$ cat config.mk
export PLATFORM = sky130hd
export DESIGN_NAME = sexp_stream_deframer
export DESIGN_NICKNAME = d
export VERILOG_FILES = /design/src/rtl/sxdf_pkg.sv /design/src/rtl/sxdf_in_stage.sv /design/src/rtl/sxdf_core.sv /design/src/rtl/sxdf_out_stage.sv /design/src/rtl/sexp_stream_deframer.sv
export SDC_FILE = /design/constraint.sdc
export NUM_CORES = 1
export LEC_CHECK = 0
export CAP_MARGIN = 0
export CORE_MARGIN = 2
export CORE_UTILIZATION = 25
export DETAILED_ROUTE_END_ITERATION = 10
export DONT_BUFFER_PORTS = 1
export PLACE_DENSITY_LB_ADDON = 0.08
export SYNTH_ARGS = -nofsm -noshare
export SYNTH_HDL_FRONTEND = slang
export SYNTH_SLANG_ARGS = --single-unit
$ cat constraint.sdc
create_clock -name clock -period 6.05 [get_ports clock]
set_input_delay 0.605 -clock clock [delete_from_list [all_inputs] [get_ports clock]]
set_output_delay 0.605 -clock clock [all_outputs]
set_load 0.05 [all_outputs]
$ cat src/rtl/sxdf_pkg.sv
`default_nettype none
// ----------------------------------------------------------------------------
// sxdf_pkg: shared types and constants for the S-expression stream deframer
// Token kinds, error codes, decoder phases and the item and result records.
// ----------------------------------------------------------------------------
package sxdf_pkg;

   localparam int unsigned MAX_PENDING_DEF = 1024;

   localparam int unsigned LIMIT_W = 34;
   localparam int unsigned SIZE_W  = 35;

   localparam logic [7:0]         PAIR_MARK   = 8'hFF;
   localparam logic [7:0]         NIL_MARK    = 8'h80;
   localparam logic [7:0]         SMALL_MAX   = 8'h7F;
   localparam logic [SIZE_W-1:0]  SIZE_CAP    = 35'h4_0000_0000;
   localparam logic [LIMIT_W-1:0] LIMIT_RESET = 34'h3_FFFF_FFFF;

   typedef enum logic [2:0] {
      KIND_PAIR    = 3'd0,
      KIND_NIL     = 3'd1,
      KIND_SMALL   = 3'd2,
      KIND_HEADER  = 3'd3,
      KIND_PAYLOAD = 3'd4,
      KIND_END     = 3'd5
   } kind_type;

   typedef enum logic [1:0] {
      ERR_NONE      = 2'd0,
      ERR_TOO_LARGE = 2'd1,
      ERR_TRUNCATED = 2'd2,
      ERR_OVERFLOW  = 2'd3
   } error_type;

   typedef enum logic [1:0] {
      PH_ITEM    = 2'd0,
      PH_HEADER  = 2'd1,
      PH_PAYLOAD = 2'd2
   } phase_type;

   typedef struct packed {
      logic       stream_end;
      logic [7:0] in_byte;
   } item_type;

   typedef struct packed {
      kind_type          token_kind;
      logic [7:0]        data_byte;
      logic [SIZE_W-1:0] atom_size;
      logic              atom_done;
      logic              expr_done;
      error_type         error_code;
   } result_type;

endpackage
`default_nettype wire

$ cat src/rtl/sxdf_in_stage.sv
`default_nettype none
// ----------------------------------------------------------------------------
// sxdf_in_stage: input register
// Holds one stream item until the decoder consumes it.
// ----------------------------------------------------------------------------
module sxdf_in_stage (
   input  wire logic               clock,
   input  wire logic               reset,
   input  wire logic               req_valid,
   output logic                    req_ready,
   input  wire sxdf_pkg::item_type req_item,
   output logic                    item_valid,
   input  wire logic               item_take,
   output sxdf_pkg::item_type      item
);

   logic               valid_ff, valid_in;
   sxdf_pkg::item_type item_ff;

   assign req_ready = !valid_ff || item_take;
   assign valid_in  = (req_valid && req_ready) || (valid_ff && !item_take);

   always_ff @(posedge clock) begin
      if (reset) begin
         valid_ff <= 1'b0;
      end else begin
         valid_ff <= valid_in;
      end
   end

   always_ff @(posedge clock) begin
      if (req_valid && req_ready) begin
         item_ff <= req_item;
      end
   end

   assign item_valid = valid_ff;
   assign item       = item_ff;

endmodule
`default_nettype wire

$ cat src/rtl/sxdf_core.sv
`default_nettype none
// ----------------------------------------------------------------------------
// sxdf_core: token decoder
// Classifies one byte, tracks header and payload lengths and the pending
// expression count, and forms the result for that byte.
// ----------------------------------------------------------------------------
module sxdf_core #(
   parameter int unsigned MAX_PENDING = sxdf_pkg::MAX_PENDING_DEF
) (
   input  wire logic                         clock,
   input  wire logic                         reset,
   input  wire logic                         fire,
   input  wire sxdf_pkg::item_type           item,
   input  wire logic [sxdf_pkg::LIMIT_W-1:0] limit,
   output sxdf_pkg::result_type              result
);

   localparam int unsigned PW = $clog2(MAX_PENDING + 1);
   localparam int unsigned SW = sxdf_pkg::SIZE_W;
   localparam int unsigned LW = sxdf_pkg::LIMIT_W;

   sxdf_pkg::phase_type phase_ff, phase_in;
   logic [PW-1:0]       pending_ff, pending_in;
   logic [2:0]          header_left_ff, header_left_in;
   logic [SW-1:0]       size_accum_ff, size_accum_in;
   logic [LW-1:0]       payload_left_ff, payload_left_in;

   logic [7:0]    b;
   logic [2:0]    n_ones;
   logic [SW-1:0] size_val;
   logic          hdr_final;
   logic          do_finish;
   logic          do_reinit;

   assign b = item.in_byte;

   // leading ones of a header lead byte (0x81..0xFE)
   always_comb begin
      priority if (!b[6]) begin
         n_ones = 3'd1;
      end else if (!b[5]) begin
         n_ones = 3'd2;
      end else if (!b[4]) begin
         n_ones = 3'd3;
      end else if (!b[3]) begin
         n_ones = 3'd4;
      end else if (!b[2]) begin
         n_ones = 3'd5;
      end else if (!b[1]) begin
         n_ones = 3'd6;
      end else begin
         n_ones = 3'd7;
      end
   end

   always_comb begin
      phase_in        = phase_ff;
      pending_in      = pending_ff;
      header_left_in  = header_left_ff;
      size_accum_in   = size_accum_ff;
      payload_left_in = payload_left_ff;
      size_val        = '0;
      hdr_final       = 1'b0;
      do_finish       = 1'b0;
      do_reinit       = 1'b0;

      result            = '0;
      result.data_byte  = b;
      result.token_kind = sxdf_pkg::KIND_HEADER;
      result.error_code = sxdf_pkg::ERR_NONE;

      if (item.stream_end) begin
         result.token_kind = sxdf_pkg::KIND_END;
         result.data_byte  = '0;
         if (!(phase_ff == sxdf_pkg::PH_ITEM && pending_ff == PW'(1))) begin
            result.error_code = sxdf_pkg::ERR_TRUNCATED;
         end
         do_reinit = 1'b1;
      end else begin
         unique case (phase_ff)
            sxdf_pkg::PH_HEADER: begin
               result.token_kind = sxdf_pkg::KIND_HEADER;
               // saturate once the shifted size would reach the cap
               if (size_accum_ff[SW-1:SW-9] != '0) begin
                  size_val = sxdf_pkg::SIZE_CAP;
               end else begin
                  size_val = {1'b0, size_accum_ff[SW-10:0], b};
               end
               size_accum_in = size_val;
               if (header_left_ff != 3'd0) begin
                  header_left_in = header_left_ff - 3'd1;
               end
               hdr_final = (header_left_ff <= 3'd1);
            end
            sxdf_pkg::PH_PAYLOAD: begin
               result.token_kind = sxdf_pkg::KIND_PAYLOAD;
               if (payload_left_ff != '0) begin
                  payload_left_in = payload_left_ff - LW'(1);
               end
               if (payload_left_ff <= LW'(1)) begin
                  phase_in         = sxdf_pkg::PH_ITEM;
                  result.atom_done = 1'b1;
                  do_finish        = 1'b1;
               end
            end
            default: begin
               if (b == sxdf_pkg::PAIR_MARK) begin
                  result.token_kind = sxdf_pkg::KIND_PAIR;
                  if (pending_ff >= PW'(MAX_PENDING)) begin
                     result.error_code = sxdf_pkg::ERR_OVERFLOW;
                     do_reinit         = 1'b1;
                  end else begin
                     pending_in = pending_ff + PW'(1);
                  end
               end else if (b == sxdf_pkg::NIL_MARK || b <= sxdf_pkg::SMALL_MAX) begin
                  result.token_kind = (b == sxdf_pkg::NIL_MARK) ? sxdf_pkg::KIND_NIL
                                                                : sxdf_pkg::KIND_SMALL;
                  result.atom_done  = 1'b1;
                  do_finish         = 1'b1;
               end else begin
                  result.token_kind = sxdf_pkg::KIND_HEADER;
                  size_val          = {{(SW-8){1'b0}}, b & (8'hFF >> n_ones)};
                  size_accum_in     = size_val;
                  if (n_ones > 3'd1) begin
                     phase_in       = sxdf_pkg::PH_HEADER;
                     header_left_in = n_ones - 3'd1;
                  end else begin
                     hdr_final = 1'b1;
                  end
               end
            end
         endcase
      end

      if (hdr_final) begin
         result.atom_size = size_val;
         if (size_val[SW-1] || size_val > {1'b0, limit}) begin
            result.error_code = sxdf_pkg::ERR_TOO_LARGE;
            do_reinit         = 1'b1;
         end else if (size_val == '0) begin
            phase_in         = sxdf_pkg::PH_ITEM;
            result.atom_done = 1'b1;
            do_finish        = 1'b1;
         end else begin
            phase_in        = sxdf_pkg::PH_PAYLOAD;
            payload_left_in = size_val[LW-1:0];
         end
         size_accum_in = '0;
      end

      if (do_finish) begin
         if (pending_ff == PW'(1)) begin
            result.expr_done = 1'b1;
         end else begin
            pending_in = pending_ff - PW'(1);
         end
      end

      if (do_reinit) begin
         phase_in        = sxdf_pkg::PH_ITEM;
         pending_in      = PW'(1);
         header_left_in  = '0;
         size_accum_in   = '0;
         payload_left_in = '0;
      end
   end

   always_ff @(posedge clock) begin
      if (reset) begin
         phase_ff        <= sxdf_pkg::PH_ITEM;
         pending_ff      <= PW'(1);
         header_left_ff  <= '0;
         size_accum_ff   <= '0;
         payload_left_ff <= '0;
      end else if (fire) begin
         phase_ff        <= phase_in;
         pending_ff      <= pending_in;
         header_left_ff  <= header_left_in;
         size_accum_ff   <= size_accum_in;
         payload_left_ff <= payload_left_in;
      end
   end

endmodule
`default_nettype wire

$ cat src/rtl/sxdf_out_stage.sv
`default_nettype none
// ----------------------------------------------------------------------------
// sxdf_out_stage: result register
// Holds one token result until the consumer takes it.
// ----------------------------------------------------------------------------
module sxdf_out_stage (
   input  wire logic                 clock,
   input  wire logic                 reset,
   input  wire logic                 load,
   input  wire sxdf_pkg::result_type load_result,
   output logic                      can_load,
   output logic                      rsp_valid,
   input  wire logic                 rsp_ready,
   output sxdf_pkg::result_type      rsp_result
);

   logic                 valid_ff, valid_in;
   sxdf_pkg::result_type result_ff;

   assign can_load = !valid_ff || rsp_ready;
   assign valid_in = load || (valid_ff && !rsp_ready);

   always_ff @(posedge clock) begin
      if (reset) begin
         valid_ff <= 1'b0;
      end else begin
         valid_ff <= valid_in;
      end
   end

   always_ff @(posedge clock) begin
      if (load) begin
         result_ff <= load_result;
      end
   end

   assign rsp_valid  = valid_ff;
   assign rsp_result = result_ff;

endmodule
`default_nettype wire

$ cat src/rtl/sexp_stream_deframer.sv
`default_nettype none
// ----------------------------------------------------------------------------
// sexp_stream_deframer: serialized S-expression tokenizer
// Tags each stream byte with a token kind, decodes atom lengths and flags
// completed expressions and stream errors.
//
//   channel  ports   direction  carries
//   req_     in      to block   one stream byte or end marker per transfer
//   rsp_     out     from block one token result per transfer
//   csr_     in      to block   atom_size_limit write
//
// One result per input transfer; each item passes through the input register
// and then the result register before rsp_valid rises.
// One transfer per cycle sustained while rsp_ready holds high; state updates
// in a single pass between the input register and the result register.
// Synchronous active-high reset; the size limit resets to its maximum.
// A stalled rsp_ready holds the result register and backs up into req_ready.
// ----------------------------------------------------------------------------
module sexp_stream_deframer #(
   parameter int unsigned MAX_PENDING = sxdf_pkg::MAX_PENDING_DEF
) (
   input  wire logic                         clock,
   input  wire logic                         reset,
   input  wire logic                         req_valid,
   output logic                              req_ready,
   input  wire logic [7:0]                   req_in_byte,
   input  wire logic                         req_stream_end,
   output logic                              rsp_valid,
   input  wire logic                         rsp_ready,
   output logic [2:0]                        rsp_token_kind,
   output logic [7:0]                        rsp_data_byte,
   output logic [sxdf_pkg::SIZE_W-1:0]       rsp_atom_size,
   output logic                              rsp_atom_done,
   output logic                              rsp_expr_done,
   output logic [1:0]                        rsp_error_code,
   input  wire logic                         csr_valid,
   output logic                              csr_ready,
   input  wire logic [sxdf_pkg::LIMIT_W-1:0] csr_atom_size_limit
);

   logic [sxdf_pkg::LIMIT_W-1:0] limit_ff;

   sxdf_pkg::item_type   req_item;
   sxdf_pkg::item_type   item;
   sxdf_pkg::result_type result;
   sxdf_pkg::result_type rsp_result;
   logic                 item_valid;
   logic                 can_load;
   logic                 fire;

   assign csr_ready = 1'b1;

   always_ff @(posedge clock) begin
      if (reset) begin
         limit_ff <= sxdf_pkg::LIMIT_RESET;
      end else if (csr_valid && csr_ready) begin
         limit_ff <= csr_atom_size_limit;
      end
   end

   assign req_item.stream_end = req_stream_end;
   assign req_item.in_byte    = req_in_byte;

   assign fire = item_valid && can_load;

   sxdf_in_stage u_in (
      .clock      (clock),
      .reset      (reset),
      .req_valid  (req_valid),
      .req_ready  (req_ready),
      .req_item   (req_item),
      .item_valid (item_valid),
      .item_take  (can_load),
      .item       (item)
   );

   sxdf_core #(
      .MAX_PENDING (MAX_PENDING)
   ) u_core (
      .clock  (clock),
      .reset  (reset),
      .fire   (fire),
      .item   (item),
      .limit  (limit_ff),
      .result (result)
   );

   sxdf_out_stage u_out (
      .clock       (clock),
      .reset       (reset),
      .load        (fire),
      .load_result (result),
      .can_load    (can_load),
      .rsp_valid   (rsp_valid),
      .rsp_ready   (rsp_ready),
      .rsp_result  (rsp_result)
   );

   assign rsp_token_kind = rsp_result.token_kind;
   assign rsp_data_byte  = rsp_result.data_byte;
   assign rsp_atom_size  = rsp_result.atom_size;
   assign rsp_atom_done  = rsp_result.atom_done;
   assign rsp_expr_done  = rsp_result.expr_done;
   assign rsp_error_code = rsp_result.error_code;

endmodule
`default_nettype wire

==> impl_metrics.json <==
{
  "cts_root_buf": "clkbuf_16",
  "leakage_nw": 4.35,
  "cts_tree": "yes",
  "wirelength_um": 37300,
  "setup_viol": 0,
  "netlist_area_mm2": 0.00990,
  "chipWidth_um": 203,
  "grt_pass1_wl_um": 55400,
  "slowest_stage": "or4_1",
  "dp_cells": 1617,
  "core-area_mm2": 0.0388,
  "slew_viol_final": 0,
  "critical_path.top_delay_family": "simple AND/OR/NAND/NOR gates",
  "clk_latency_ps": 470,
  "antenna_found_initial": 3,
  "crit_fanout": 34,
  "nets": 1216,
  "fmax_mhz": 189,
  "ys_async_sr_fraction": 0,
  "worst_path_most_repeated_cell": "buf_4",
  "gp_congestion": 0.795,
  "drt-initial-drc-count": 581,
  "p_sw_frac": 0.282,
  "p_int_mw": 1.95,
  "netlist_top_cells_area": "dfxtp_1, edfxtp_1, ha_1",
  "grt_max_degree": 68,
  "tns_ps": 0,
  "pin_count": 101,
  "rsz0062_at_grt": "no",
  "syn-instance-count": 1138,
  "via_count": 8480,
  "ys.warnings.count": 0,
  "area_growth_pct": 11.6,
  "power_density_mw_per_mm2": 245,
  "cts.clk_slew.worst_paths_ps": 70,
  "syn-num-nets": 1236,
  "n_fill_cell": 4211,
  "path_class": "reg2reg",
  "report.final.hold_viol_count": 0,
  "ys.flop_type": "dfxtp_1",
  "drive_above_1_share": 0.0778,
  "detail_route.wl_per_cell_um": 22.6,
  "num_rows": 72,
  "syn_avg_cell_area_um2": 8.70,
  "cts-resized-gates": 0,
  "final_core_utilization": 0.285,
  "cap_violations": 0,
  "relSlewSlack": 0.292,
  "cp_num_buf_inv": 4,
  "synth_edf_count": 59,
  "p_comb_frac": 0.096,
  "p_clk_frac": 0.400,
  "startpoint_type": "flip-flop",
  "worstPathCellList": "or4_4 -> or4_4 -> nor3_2 -> buf_4 -> nand2_1 -> inv_1 -> ha_1 -> nand3_1 -> or4_1 -> a31o_2 -> o32a_1 -> nand3_1 -> nand2b_2 -> buf_4 -> buf_4 -> mux2_2 -> o22ai_1",
  "numPortBuffers": 0,
  "dieArea_mm2": 0.0412,
  "via_per_inst": 5.14,
  "ys_ff_latch": 180,
  "grt_overflow": 0,
  "post_cts_buffers": 0,
  "yosysSeqAreaShare": 0.424,
  "synth_top_area_frac": 0.245,
  "ys_types": 78,
  "cp_slowest_stage_delay_ps": 590,
  "synth_area_leader_cell": "dfxtp_1",
  "peakVddDrop_mv": 0.193,
  "finalNonFillerCells": 1650,
  "fp.dieH_um": 203,
  "htreeDepth": 4,
  "p_total_mw": 2.71,
  "period_needed_ps": 5280,
  "hold_path_class": "in2reg",
  "clock-sinks": 180,
  "cts_hold_buf": 0,
  "crit_arrival_ps": 5670,
  "crit_required_ps": 6430,
  "clock_skew_ps": 17.6,
  "worst_pin_slew_ps": 1060,
  "grt_usage": 0.183,
  "postRouteAntennaNets": 0,
  "status": "finished clean",
  "drt_pass1_iterations": 5,
  "cts_max_path_buffers": 2,
  "drc": 0,
  "hpwl_um": 27200,
  "initial_core_util": 0.255,
  "post-route-period-util": 0.873,
  "cp-end-kind": "flip-flop",
  "switching_power_uw": 762,
  "grt_pass1_vias": 8245,
  "seq_power_share": 0.504,
  "numCtsBuffers": 17
}
power by group through the flow:
stage	registers [mW]	logic (mW)	clock network, mW
global route	1.37	0.287	1.17
floorplan	1.38	0.190	0
finish	1.37	0.259	1.08
global placement	1.39	0.262	0
CTS	1.37	0.261	1.13
detailed placement	1.39	0.260	0
layout make-up:
cell class | instances | area [µm²] | area share
antenna | 1 | 2.50 | 0.000227
clock buffer | 25 | 502 | 0.0454
clock inverter | 7 | 46.3 | 0.00419
inverter | 84 | 315 | 0.0285
multi-input combinational | 807 | 5130 | 0.464
sequential | 180 | 4190 | 0.380
tap | 518 | 648 | 0.0587
timing repair buffer | 28 | 210 | 0.0190
worst paths after layout:
kind                                         start                                      end  slack [ps]  depth (start not counted)
max reg2reg  u_core.size_accum_ff[31]$_SDFFE_PP0P_  u_core.payload_left_ff[21]$_SDFFE_PP0P_         770                         17
min                                          reset          u_core.phase_ff[1]$_SDFFE_PP0P_         220                          1
min reg2reg  u_core.size_accum_ff[26]$_SDFFE_PP0P_    u_core.size_accum_ff[26]$_SDFFE_PP0P_         450                          2
max          u_core.size_accum_ff[31]$_SDFFE_PP0P_  u_core.payload_left_ff[21]$_SDFFE_PP0P_         770                         17
kinds of logic after synthesis:
family	count (synthesis)	share of synthesized area
DFF	180	0.424
muxes	36	0.0368
and+or+nand+nor	457	0.232
buffers and inverters	151	0.0603
AOI/OAI and AO/OA	260	0.181
adders and majority gates	50	0.0632
xor gates and xnor gates	3	0.00266
other	1	0.000379
cells in the mapped netlist, types with 11 or more instances:
cell and number:
nand2_1 143, dfxtp_1 121, inv_1 82, nor2_1 79, a21oi_1 68, edfxtp_1 59
nand3_1 58, ha_1 50, clkbuf_1 48, o211ai_1 42, mux2i_1 33, nor2b_1 29
nor3_1 29, o21ai_0 26, nand4_1 20, o22ai_1 20, nor4_1 17, and2_1 16
or3_1 12, a31oi_1 11, or4_1 11
sequential cells by signal, indices dropped and copies added, names as in the netlist:
register	flops
limit_ff	34
u_in.item	9
u_core.pending_ff	11
u_core.phase_ff	2
u_core.size_accum_ff	35
u_out.rsp_valid	1
u_core.payload_left_ff	34
u_out.rsp_result	50
u_in.item_valid	1
u_core.header_left_ff	3
layout by cell type, fill, tap and decap left out, types with 4 or more instances in the layout:
master     count
a41oi_1        4
mux2i_1       33
buf_4         28
inv_1         81
a211oi_1       6
and2_1        16
nand3b_1       6
edfxtp_1      59
and3_1        10
nand3_1       58
o32ai_1        5
nor2b_1       29
a22o_1        10
or4_1         11
a31oi_1       11
a21oi_1       67
a31o_2         5
clkbuf_16     18
o41ai_1        5
o211ai_1      42
ha_1          50
o22ai_1       20
nand2_1      143
or3_1         12
nor2_1        77
o21ai_0       26
dfxtp_1      121
o31ai_1        8
nor4_1        17
nand4_1       20
nor3_1        29
nand2b_1       6
nand4b_1       4
per-stage QoR:
step	setup WS, ps	hold slack, ps	area (µm²)
3_3_place_gp	888	431	10500
2_1_floorplan	1640	427	9900
4_1_cts	804	196	11000
5_1_grt	456	196	11000
3_5_place_dp	823	437	10500
6_report	769	221	11000
per-layer routing:
| layer | global-route usage | share of wire | vias to the layer above |
|---|---|---|---|
| met5 | 0 | 0.00035 | - |
| met4 | 0.0532 | 0.015 | 2 |
| met1 | 0.253 | 0.48 | 4165 |
| met2 | 0.294 | 0.48 | 174 |
| met3 | 0.0305 | 0.032 | 31 |
| li1 | - | - | 4108 |
worst reg2reg max path, stage by stage (launching register included):
cell and delay, ps:
dfxtp_1 320, or4_4 560, or4_4 550, nor3_2 130, buf_4 270, nand2_1 210
inv_1 110, ha_1 150, nand3_1 190, or4_1 590, a31o_2 240, o32a_1 240
nand3_1 160, nand2b_2 150, buf_4 440, buf_4 410, mux2_2 380, o22ai_1 120
(Power assumes the default switching activity.)
